## src/design/cfr_pkg.sv

```systemverilog
`timescale 1ns / 1ps

package cfr_pkg;

    localparam logic [7:0] HDR_FIRST  = 8'hAA;
    localparam logic [7:0] HDR_SECOND = 8'hAF;
    localparam logic [7:0] ADDR_BOUND = 8'hF1;

    localparam int LENGTH_LIMIT_DEF = 50;
    localparam int CAPTURED_BYTES   = 25;
    localparam int WORD_COUNT       = 12;

    // capture store split into even and odd byte banks
    localparam int BANK_DEPTH  = (CAPTURED_BYTES + 1) / 2;
    localparam int BANK_AW     = $clog2(BANK_DEPTH);
    localparam int STORE_SLOTS = 2 * BANK_DEPTH;
    localparam int SLOT_AW     = $clog2(STORE_SLOTS);

    localparam logic [7:0] NODE_ID_RST = 8'd1;

    localparam logic [BANK_AW-1:0] MODE_SLOT = BANK_AW'(WORD_COUNT);

endpackage

```

## src/design/cfr_ram.sv

```systemverilog
`timescale 1ns / 1ps

module cfr_ram #(
    parameter int WIDTH = 8,
    parameter int DEPTH = 16
) (
    input  logic                     i_clk,
    input  logic                     i_we,
    input  logic [$clog2(DEPTH)-1:0] i_waddr,
    input  logic [WIDTH-1:0]         i_wdata,
    input  logic                     i_re,
    input  logic [$clog2(DEPTH)-1:0] i_raddr,
    output logic [WIDTH-1:0]         o_rdata
);

    logic [WIDTH-1:0] r_mem [DEPTH];
    logic [WIDTH-1:0] r_rdata;

    always_ff @(posedge i_clk) begin
        if (i_we) begin
            r_mem[i_waddr] <= i_wdata;
        end
        if (i_re) begin
            r_rdata <= r_mem[i_raddr];
        end
    end

    assign o_rdata = r_rdata;

endmodule

```

## src/design/uart_command_frame_receiver.sv

```systemverilog
`timescale 1ns / 1ps

// channel   valid          ready          payload
// rx in     i_valid        o_ready        i_rx_byte
// cfg in    i_cfg_valid    o_cfg_ready    i_node_id
// field out o_valid        i_ready        o_field_index, o_field_value, o_last_field
//
// one rx byte per cycle when o_ready; parse state in flops, payload bytes in two srams
// a good frame yields 13 items; a read issues only once the previous one is in the output
// while a burst is being read, payload and checksum bytes stall; header, address,
// length and dropped bytes flow
// synchronous active-low reset; capture store reads as zero until written (valid bits)

module uart_command_frame_receiver #(
    parameter int LENGTH_LIMIT = cfr_pkg::LENGTH_LIMIT_DEF
) (
    input  logic        i_clk,
    input  logic        i_rst_n,
    input  logic        i_valid,
    output logic        o_ready,
    input  logic [7:0]  i_rx_byte,
    input  logic        i_cfg_valid,
    output logic        o_cfg_ready,
    input  logic [7:0]  i_node_id,
    output logic        o_valid,
    input  logic        i_ready,
    output logic [3:0]  o_field_index,
    output logic signed [15:0] o_field_value,
    output logic        o_last_field
);

    import cfr_pkg::*;

    localparam int LEN_W = $clog2(LENGTH_LIMIT);
    localparam logic [7:0] LIMIT_B = 8'(LENGTH_LIMIT);
    localparam logic [LEN_W-1:0] CAP_N = LEN_W'(CAPTURED_BYTES);

    typedef enum logic [5:0] {
        PH_IDLE    = 6'b000001,
        PH_HDR1    = 6'b000010,
        PH_HDR2    = 6'b000100,
        PH_ADDR    = 6'b001000,
        PH_PAYLOAD = 6'b010000,
        PH_CHECK   = 6'b100000
    } t_phase;

    t_phase              r_phase, n_phase;
    logic [LEN_W-1:0]    r_left, n_left;
    logic [LEN_W-1:0]    r_taken, n_taken;
    logic [7:0]          r_sum, n_sum;
    logic [7:0]          r_addr, n_addr;
    logic [7:0]          r_node_id;
    logic [STORE_SLOTS-1:0] r_vld;

    logic                r_emit_act;
    logic [BANK_AW-1:0]  r_emit_idx;
    logic                r_pend;
    logic [BANK_AW-1:0]  r_pend_idx;
    logic                r_pend_ve, r_pend_vo;

    logic                r_o_valid;
    logic [3:0]          r_o_idx;
    logic [15:0]         r_o_val;
    logic                r_o_last;

    logic                in_acc, wr_phase, mem_we, frame_good, issue;
    logic [7:0]          rd_even, rd_odd, byte_e, byte_o;
    logic [BANK_AW-1:0]  wr_bank_addr;
    logic [SLOT_AW-1:0]  wr_slot;

    assign wr_phase = ((r_phase == PH_PAYLOAD) && (r_left != '0)) || (r_phase == PH_CHECK);
    assign o_ready  = !(r_emit_act && wr_phase);
    assign in_acc   = i_valid && o_ready;
    assign o_cfg_ready = 1'b1;

    assign wr_bank_addr = r_taken[BANK_AW:1];
    assign wr_slot      = r_taken[SLOT_AW-1:0];

    always_comb begin
        n_phase    = r_phase;
        n_left     = r_left;
        n_taken    = r_taken;
        n_sum      = r_sum;
        n_addr     = r_addr;
        mem_we     = 1'b0;
        frame_good = 1'b0;
        if (in_acc) begin
            priority if (r_phase == PH_IDLE && i_rx_byte == HDR_FIRST) begin
                n_phase = PH_HDR1;
                n_sum   = i_rx_byte;
            end else if (r_phase == PH_HDR1 && i_rx_byte == HDR_SECOND) begin
                n_phase = PH_HDR2;
                n_sum   = r_sum + i_rx_byte;
            end else if (r_phase == PH_HDR2 && i_rx_byte != 8'd0
                         && i_rx_byte < ADDR_BOUND) begin
                n_phase = PH_ADDR;
                n_addr  = i_rx_byte;
                n_sum   = r_sum + i_rx_byte;
            end else if (r_phase == PH_ADDR && i_rx_byte < LIMIT_B) begin
                n_phase = PH_PAYLOAD;
                n_left  = i_rx_byte[LEN_W-1:0];
                n_taken = '0;
                n_sum   = r_sum + i_rx_byte;
            end else if (r_phase == PH_PAYLOAD && r_left != '0) begin
                n_left  = r_left - 1'b1;
                n_taken = r_taken + 1'b1;
                n_sum   = r_sum + i_rx_byte;
                mem_we  = (r_taken < CAP_N);
                if (r_left == LEN_W'(1)) begin
                    n_phase = PH_CHECK;
                end
            end else if (r_phase == PH_CHECK) begin
                n_phase    = PH_IDLE;
                mem_we     = (r_taken < CAP_N);
                frame_good = (i_rx_byte == r_sum) && (r_addr == r_node_id);
            end else begin
                n_phase = PH_IDLE;
            end
        end
    end

    assign issue = r_emit_act && !r_pend && (!r_o_valid || i_ready);

    cfr_ram #(.WIDTH(8), .DEPTH(BANK_DEPTH)) u_bank_even (
        .i_clk   (i_clk),
        .i_we    (mem_we && !r_taken[0]),
        .i_waddr (wr_bank_addr),
        .i_wdata (i_rx_byte),
        .i_re    (issue),
        .i_raddr (r_emit_idx),
        .o_rdata (rd_even)
    );

    cfr_ram #(.WIDTH(8), .DEPTH(BANK_DEPTH)) u_bank_odd (
        .i_clk   (i_clk),
        .i_we    (mem_we && r_taken[0]),
        .i_waddr (wr_bank_addr),
        .i_wdata (i_rx_byte),
        .i_re    (issue),
        .i_raddr (r_emit_idx),
        .o_rdata (rd_odd)
    );

    assign byte_e = r_pend_ve ? rd_even : 8'h00;
    assign byte_o = r_pend_vo ? rd_odd  : 8'h00;

    always_ff @(posedge i_clk) begin
        if (!i_rst_n) begin
            r_phase    <= PH_IDLE;
            r_left     <= '0;
            r_taken    <= '0;
            r_sum      <= '0;
            r_addr     <= '0;
            r_node_id  <= NODE_ID_RST;
            r_vld      <= '0;
            r_emit_act <= 1'b0;
            r_emit_idx <= '0;
            r_pend     <= 1'b0;
            r_o_valid  <= 1'b0;
        end else begin
            r_phase <= n_phase;
            r_left  <= n_left;
            r_taken <= n_taken;
            r_sum   <= n_sum;
            r_addr  <= n_addr;
            if (i_cfg_valid) begin
                r_node_id <= i_node_id;
            end
            if (mem_we) begin
                r_vld[wr_slot] <= 1'b1;
            end
            if (frame_good) begin
                r_emit_act <= 1'b1;
                r_emit_idx <= '0;
            end else if (issue) begin
                r_emit_idx <= r_emit_idx + 1'b1;
                if (r_emit_idx == MODE_SLOT) begin
                    r_emit_act <= 1'b0;
                end
            end
            r_pend <= issue;
            if (r_pend) begin
                r_o_valid <= 1'b1;
            end else if (i_ready) begin
                r_o_valid <= 1'b0;
            end
        end
    end

    always_ff @(posedge i_clk) begin
        if (issue) begin
            r_pend_idx <= r_emit_idx;
            r_pend_ve  <= r_vld[{r_emit_idx, 1'b0}];
            r_pend_vo  <= r_vld[{r_emit_idx, 1'b1}];
        end
        if (r_pend) begin
            r_o_idx  <= 4'(r_pend_idx);
            r_o_last <= (r_pend_idx == MODE_SLOT);
            r_o_val  <= (r_pend_idx == MODE_SLOT) ? {8'h00, byte_e} : {byte_e, byte_o};
        end
    end

    assign o_valid       = r_o_valid;
    assign o_field_index = r_o_idx;
    assign o_field_value = r_o_val;
    assign o_last_field  = r_o_last;

`ifndef SYNTHESIS
    a_no_write_during_burst: assert property (@(posedge i_clk) disable iff (!i_rst_n)
        r_emit_act |-> !mem_we)
        else $error("capture store written while a burst is being read");

    a_pend_loads_output: assert property (@(posedge i_clk) disable iff (!i_rst_n)
        r_pend |=> r_o_valid)
        else $error("read data not loaded into output register");

    a_pend_slot_free: assert property (@(posedge i_clk) disable iff (!i_rst_n)
        r_pend |-> (!r_o_valid || i_ready))
        else $error("read data returns while output register is held");

    a_last_is_mode: assert property (@(posedge i_clk) disable iff (!i_rst_n)
        (o_valid && o_last_field) |-> (r_o_idx == 4'(MODE_SLOT)))
        else $error("last item out of place in burst");
`endif

endmodule
```

## config.mk

```make
export PLATFORM = sky130hd
export DESIGN_NAME = uart_command_frame_receiver
export DESIGN_NICKNAME = d
export VERILOG_FILES = /design/src/design/cfr_pkg.sv /design/src/design/cfr_ram.sv /design/src/design/uart_command_frame_receiver.sv
export SDC_FILE = /design/constraint.sdc
export NUM_CORES = 1
export LEC_CHECK = 0
export ABC_AREA = 1
export BUFFER_PORTS_ARGS = -buffer_cell sky130_fd_sc_hd__buf_2
export CAP_MARGIN = 20
export CORE_UTILIZATION = 55
export CTS_BUF_LIST = sky130_fd_sc_hd__clkbuf_16
export DETAILED_ROUTE_END_ITERATION = 10
export GPL_ROUTABILITY_DRIVEN = 0
export GPL_TIMING_DRIVEN = 0
export PLACE_DENSITY = 0.85
export SLEW_MARGIN = 20
export SYNTH_ARGS = -nofsm -noshare
export SYNTH_HDL_FRONTEND = slang
export SYNTH_SLANG_ARGS = --single-unit
```

## constraint.sdc

```tcl
create_clock -name i_clk -period 2.9 [get_ports i_clk]
set_input_delay 0.435 -clock i_clk [delete_from_list [all_inputs] [get_ports i_clk]]
set_output_delay 0.435 -clock i_clk [all_outputs]
set_load 0.03 [all_outputs]
```

==> flow_results.xml <==
<?xml version="1.0" encoding="UTF-8"?>
<metrics>
  <group name="place">
    <metric name="port-buffer-count" unit="">43</metric>
    <metric name="placedInstanceArea" unit="mm^2">0.01461</metric>
    <metric name="hpwlAfterDp" unit="um">23060</metric>
  </group>
  <group name="sta">
    <metric name="slew_headroom" unit="%">40.29</metric>
    <metric name="worst_pin_slew" unit="ps">894.5</metric>
    <metric name="drv_slew" unit="">0</metric>
    <metric name="min_period" unit="ps">2884</metric>
    <metric name="skew" unit="ps">14.52</metric>
    <metric name="setup_violations" unit="">0</metric>
    <metric name="max_freq" unit="MHz">346.7</metric>
    <metric name="post-route-period-util" unit="%">99.45</metric>
    <metric name="setup_total_negative_slack" unit="ps">0</metric>
    <metric name="finalHoldViolCount" unit="">0</metric>
  </group>
  <group name="global_route">
    <metric name="overflow" unit="">0</metric>
    <metric name="first_global_vias" unit="">10690</metric>
    <metric name="grt_antenna_before_repair" unit="">2</metric>
    <metric name="global_route_wire_length_before_repair" unit="um">59000</metric>
    <metric name="grt.total_usage" unit="%">29.96</metric>
    <metric name="largest_net_degree_at_the_start_of_global_routing" unit="">34</metric>
  </group>
  <group name="synth">
    <metric name="number_of_synthesized_flops_with_an_enable_pin" unit="">251</metric>
    <metric name="syn-instance-count" unit="">1324</metric>
    <metric name="yosysWarnings" unit="">0</metric>
    <metric name="synth_area_leaders" unit="">sky130_fd_sc_hd__edfxtp_1 54%, sky130_fd_sc_hd__dfxtp_1 11%, sky130_fd_sc_hd__nor2_1 6.7%</metric>
    <metric name="ys_types" unit="">42</metric>
    <metric name="synth_seq_area_share" unit="%">64.79</metric>
    <metric name="synth.top_cells.by_count" unit="">251 x sky130_fd_sc_hd__edfxtp_1, 248 x sky130_fd_sc_hd__nor2_1, 172 x sky130_fd_sc_hd__o21ai_0</metric>
    <metric name="synth.top_cell.area_share" unit="%">54.03</metric>
    <metric name="dominantRegCellSynth" unit="">sky130_fd_sc_hd__edfxtp_1</metric>
    <metric name="synthMostInstantiatedCell" unit="">sky130_fd_sc_hd__edfxtp_1</metric>
    <metric name="synth-async-reset-ratio" unit="%">0</metric>
    <metric name="syn_area" unit="mm^2">0.01395</metric>
    <metric name="mean_post_synth_cell_area" unit="um^2">10.54</metric>
    <metric name="synth_seq_cells" unit="">326</metric>
    <metric name="yosys.area.top_type" unit="">sky130_fd_sc_hd__edfxtp_1</metric>
    <metric name="synth_nets" unit="">1362</metric>
  </group>
  <group name="run">
    <metric name="max_cap_violations" unit="">0</metric>
  </group>
  <group name="finish">
    <metric name="synthToLayoutAreaGrowth" unit="%">15.98</metric>
    <metric name="n_fill_cell" unit="">1721</metric>
    <metric name="ff_latch_area" unit="mm^2">0.009039</metric>
    <metric name="inserted_diodes" unit="">0</metric>
    <metric name="multi_input_logic_area" unit="mm^2">0.004441</metric>
    <metric name="finish.instance_area" unit="mm^2">0.01618</metric>
    <metric name="fraction_of_layout_instances_using_a_drive_strength_above_1" unit="%">13.15</metric>
    <metric name="nets" unit="">1466</metric>
  </group>
  <group name="setup_path">
    <metric name="timing.critical_path.arrival" unit="ps">3150</metric>
    <metric name="timing.critical_path.to_type" unit="">register</metric>
    <metric name="reg2reg_from" unit="">r_taken[1]</metric>
    <metric name="critical_path_peak_fanout" unit="">11</metric>
    <metric name="worstPathRequired" unit="ps">3170</metric>
    <metric name="timing.setup.critical_path_class" unit="">reg -&gt; reg</metric>
    <metric name="worst_setup_path_start_kind" unit="">register</metric>
    <metric name="startpoint" unit="">r_taken[1]</metric>
  </group>
  <group name="die">
    <metric name="fp.dieArea" unit="mm^2">0.02601</metric>
    <metric name="start_util" unit="%">56.70</metric>
    <metric name="coreArea" unit="mm^2">0.02460</metric>
    <metric name="top_level_ports" unit="">45</metric>
    <metric name="die_ht" unit="um">161.3</metric>
    <metric name="die_w" unit="um">161.3</metric>
    <metric name="std_cell_rows" unit="">57</metric>
  </group>
  <group name="route">
    <metric name="post_drt_via_cell_ratio" unit="">6.296</metric>
    <metric name="via_count" unit="">11180</metric>
    <metric name="wl_per_cell" unit="um">22.04</metric>
    <metric name="firstDrtPassIters" unit="">10</metric>
    <metric name="antenna_left" unit="">0</metric>
    <metric name="route.final.wire_length" unit="um">39140</metric>
    <metric name="drcViolationCount" unit="">1</metric>
    <metric name="number_of_drc_markers_in_iteration_0" unit="">2017</metric>
  </group>
  <group name="clocking">
    <metric name="clock_tree_from_tritoncts" unit="">yes</metric>
    <metric name="cts.reportedPaths.clkPinSlew" unit="ps">70</metric>
    <metric name="clock_sink_count" unit="">326</metric>
    <metric name="tritoncts.num_buffers" unit="">31</metric>
    <metric name="postCtsHoldBufs" unit="">0</metric>
    <metric name="clk_path_buf_depth" unit="">3</metric>
    <metric name="cts_root_buffer" unit="">sky130_fd_sc_hd__clkbuf_16</metric>
    <metric name="cts_htree_levels" unit="">1</metric>
    <metric name="worst_skew_late_latency" unit="ps">560</metric>
  </group>
  <group name="pwr">
    <metric name="power-per-cell-area" unit="mW/mm^2">570.5</metric>
    <metric name="clockPowerShare" unit="%">43.3</metric>
    <metric name="power_switching_share" unit="%">20.28</metric>
    <metric name="sequentialPowerShare" unit="%">54.5</metric>
    <metric name="power.ir.vdd_worst" unit="mV">0.3517</metric>
    <metric name="comb_power_share" unit="%">2.2</metric>
    <metric name="leakage" unit="uW">0.005877</metric>
    <metric name="power_report.internal_total" unit="uW">7359</metric>
    <metric name="total_switching_power" unit="uW">1872</metric>
  </group>
  <group name="status">
    <metric name="failed_checks" unit="">design-rule violations</metric>
    <metric name="outcome" unit="">finished with violations</metric>
  </group>
  <group name="hold_path">
    <metric name="worst_hold_path_type" unit="">in -&gt; reg</metric>
    <metric name="timing.hold.worst.start" unit="">i_node_id[0]</metric>
  </group>
</metrics>
[path summary, 6_finish.rpt]
path | to | slack (ps) | cells past startpoint
worst max register to register | u_bank_even.r_mem[11][2] | 20 | 12
worst min-delay path | r_node_id[0] | 90 | 3
worst max-delay path | u_bank_even.r_mem[11][2] | 20 | 12
worst min register to register | r_pend_idx[2] | 440 | 0
[worst max-delay path, stage by stage (launching register included)]
cell and delay, ps:
sky130_fd_sc_hd__dfxtp_1 340, sky130_fd_sc_hd__clkbuf_4 240, sky130_fd_sc_hd__clkinvlp_4 150, sky130_fd_sc_hd__buf_8 220, sky130_fd_sc_hd__ha_1 210, sky130_fd_sc_hd__a21oi_1 80
sky130_fd_sc_hd__nor2_1 180, sky130_fd_sc_hd__nand4_4 180, sky130_fd_sc_hd__inv_4 170, sky130_fd_sc_hd__nand2_4 110, sky130_fd_sc_hd__buf_6 210, sky130_fd_sc_hd__nor3_4 250
sky130_fd_sc_hd__buf_4 200
[metal layers]
layer	vias to the layer above	part of all wire, %	wire length, um	GRT usage [%]
met1	5162	33	13090	36.38
met5	-	0.023	9	0
met2	947	46	18090	48.67
met3	244	13	5248	7.036
li1	4826	-	-	-
met4	2	6.9	2697	18.31
[stage by stage]
stage                     std cells  total power, uW  setup slack (ps)  util [%]  hold slack (ps)
after CTS                      1771             9196             43.31     65.43            79.40
final                          1776             9231             16.00     65.76            89.93
after global placement         1691             5321            -777.0     59.22            418.0
after floorplan                1324             5224             23.56         -            406.4
after global routing           1776             9425            -42.94     65.76            96.31
after detailed placement       1692             5328            -872.1     59.38            427.3
[repair_timing]
item,in CTS,in global routing
pin swaps,17,4
gates resized for setup,32,2
buffers inserted,22,5
setup endpoints to repair,208,168
[sequential cells by signal, indices dropped and copies added (netlist names)]
| register | flops |
|---|---|
| u_bank_odd.o_rdata | 8 |
| r_addr | 8 |
| o_field_value | 16 |
| u_bank_even.o_rdata | 8 |
| r_pend_vo | 1 |
| r_taken | 6 |
| r_left | 6 |
| r_pend_idx | 4 |
| o_valid | 1 |
| r_sum | 8 |
| u_bank_odd.r_mem | 104 |
| r_emit_act | 1 |
| r_pend | 1 |
| r_phase | 6 |
| o_field_index | 4 |
| u_bank_even.r_mem | 104 |
| o_last_field | 1 |
| r_pend_ve | 1 |
| r_emit_idx | 4 |
| r_vld | 26 |
| r_node_id | 8 |
[layout make-up]
cell class | instances | share of cell area (%)
flip-flops and latches | 326 | 55.86
repair buffers | 71 | 3.812
inverters | 92 | 2.173
clock buffers | 31 | 4.794
plain buffers | 69 | 2.041
multi-input cells | 837 | 27.44
well taps | 324 | 2.505
clock inverters | 26 | 1.369
[logic make-up (layout without fill, tap and decap cells)]
| kind of cell | after synthesis | after routing | share of synthesized area, % |
|---|---|---|---|
| other | 1 | 1 | 0.02688 |
| AOI/OAI and AO/OA | 305 | 305 | 11.83 |
| DFF | 326 | 326 | 64.79 |
| and+or+nand+nor | 495 | 495 | 15.85 |
| buffers and inverters | 161 | 289 | 4.735 |
| xor gates and xnor gates | 19 | 19 | 1.193 |
| adders and majority gates | 17 | 17 | 1.578 |
[placed cells by master (no fill, tap or decap), drive strengths merged]
master      n
nand2     137
o221ai      5
o31ai       8
and3        1
buf        91
clkbuf     80
xor2       11
o22ai      43
conb        1
ha         16
nor3       40
nand3b      3
fa          1
a21boi      1
edfxtp    251
o21ai     174
dfxtp      75
clkinv     13
or2         2
inv        97
nand4       8
o211ai      7
a21oi      67
xnor2       8
nand3      48
bufinv      4
clkinvlp    4
nor2      256
[power by group through the flow]
stage	logic, uW	registers, uW	clock network, uW
6_report	207	5030	3990
5_1_grt	225	5030	4170
4_1_cts	200	5030	3970
3_5_place_dp	198	5130	0
3_3_place_gp	191	5130	0
2_1_floorplan	95.2	5130	0
(Power assumes the default switching activity.)
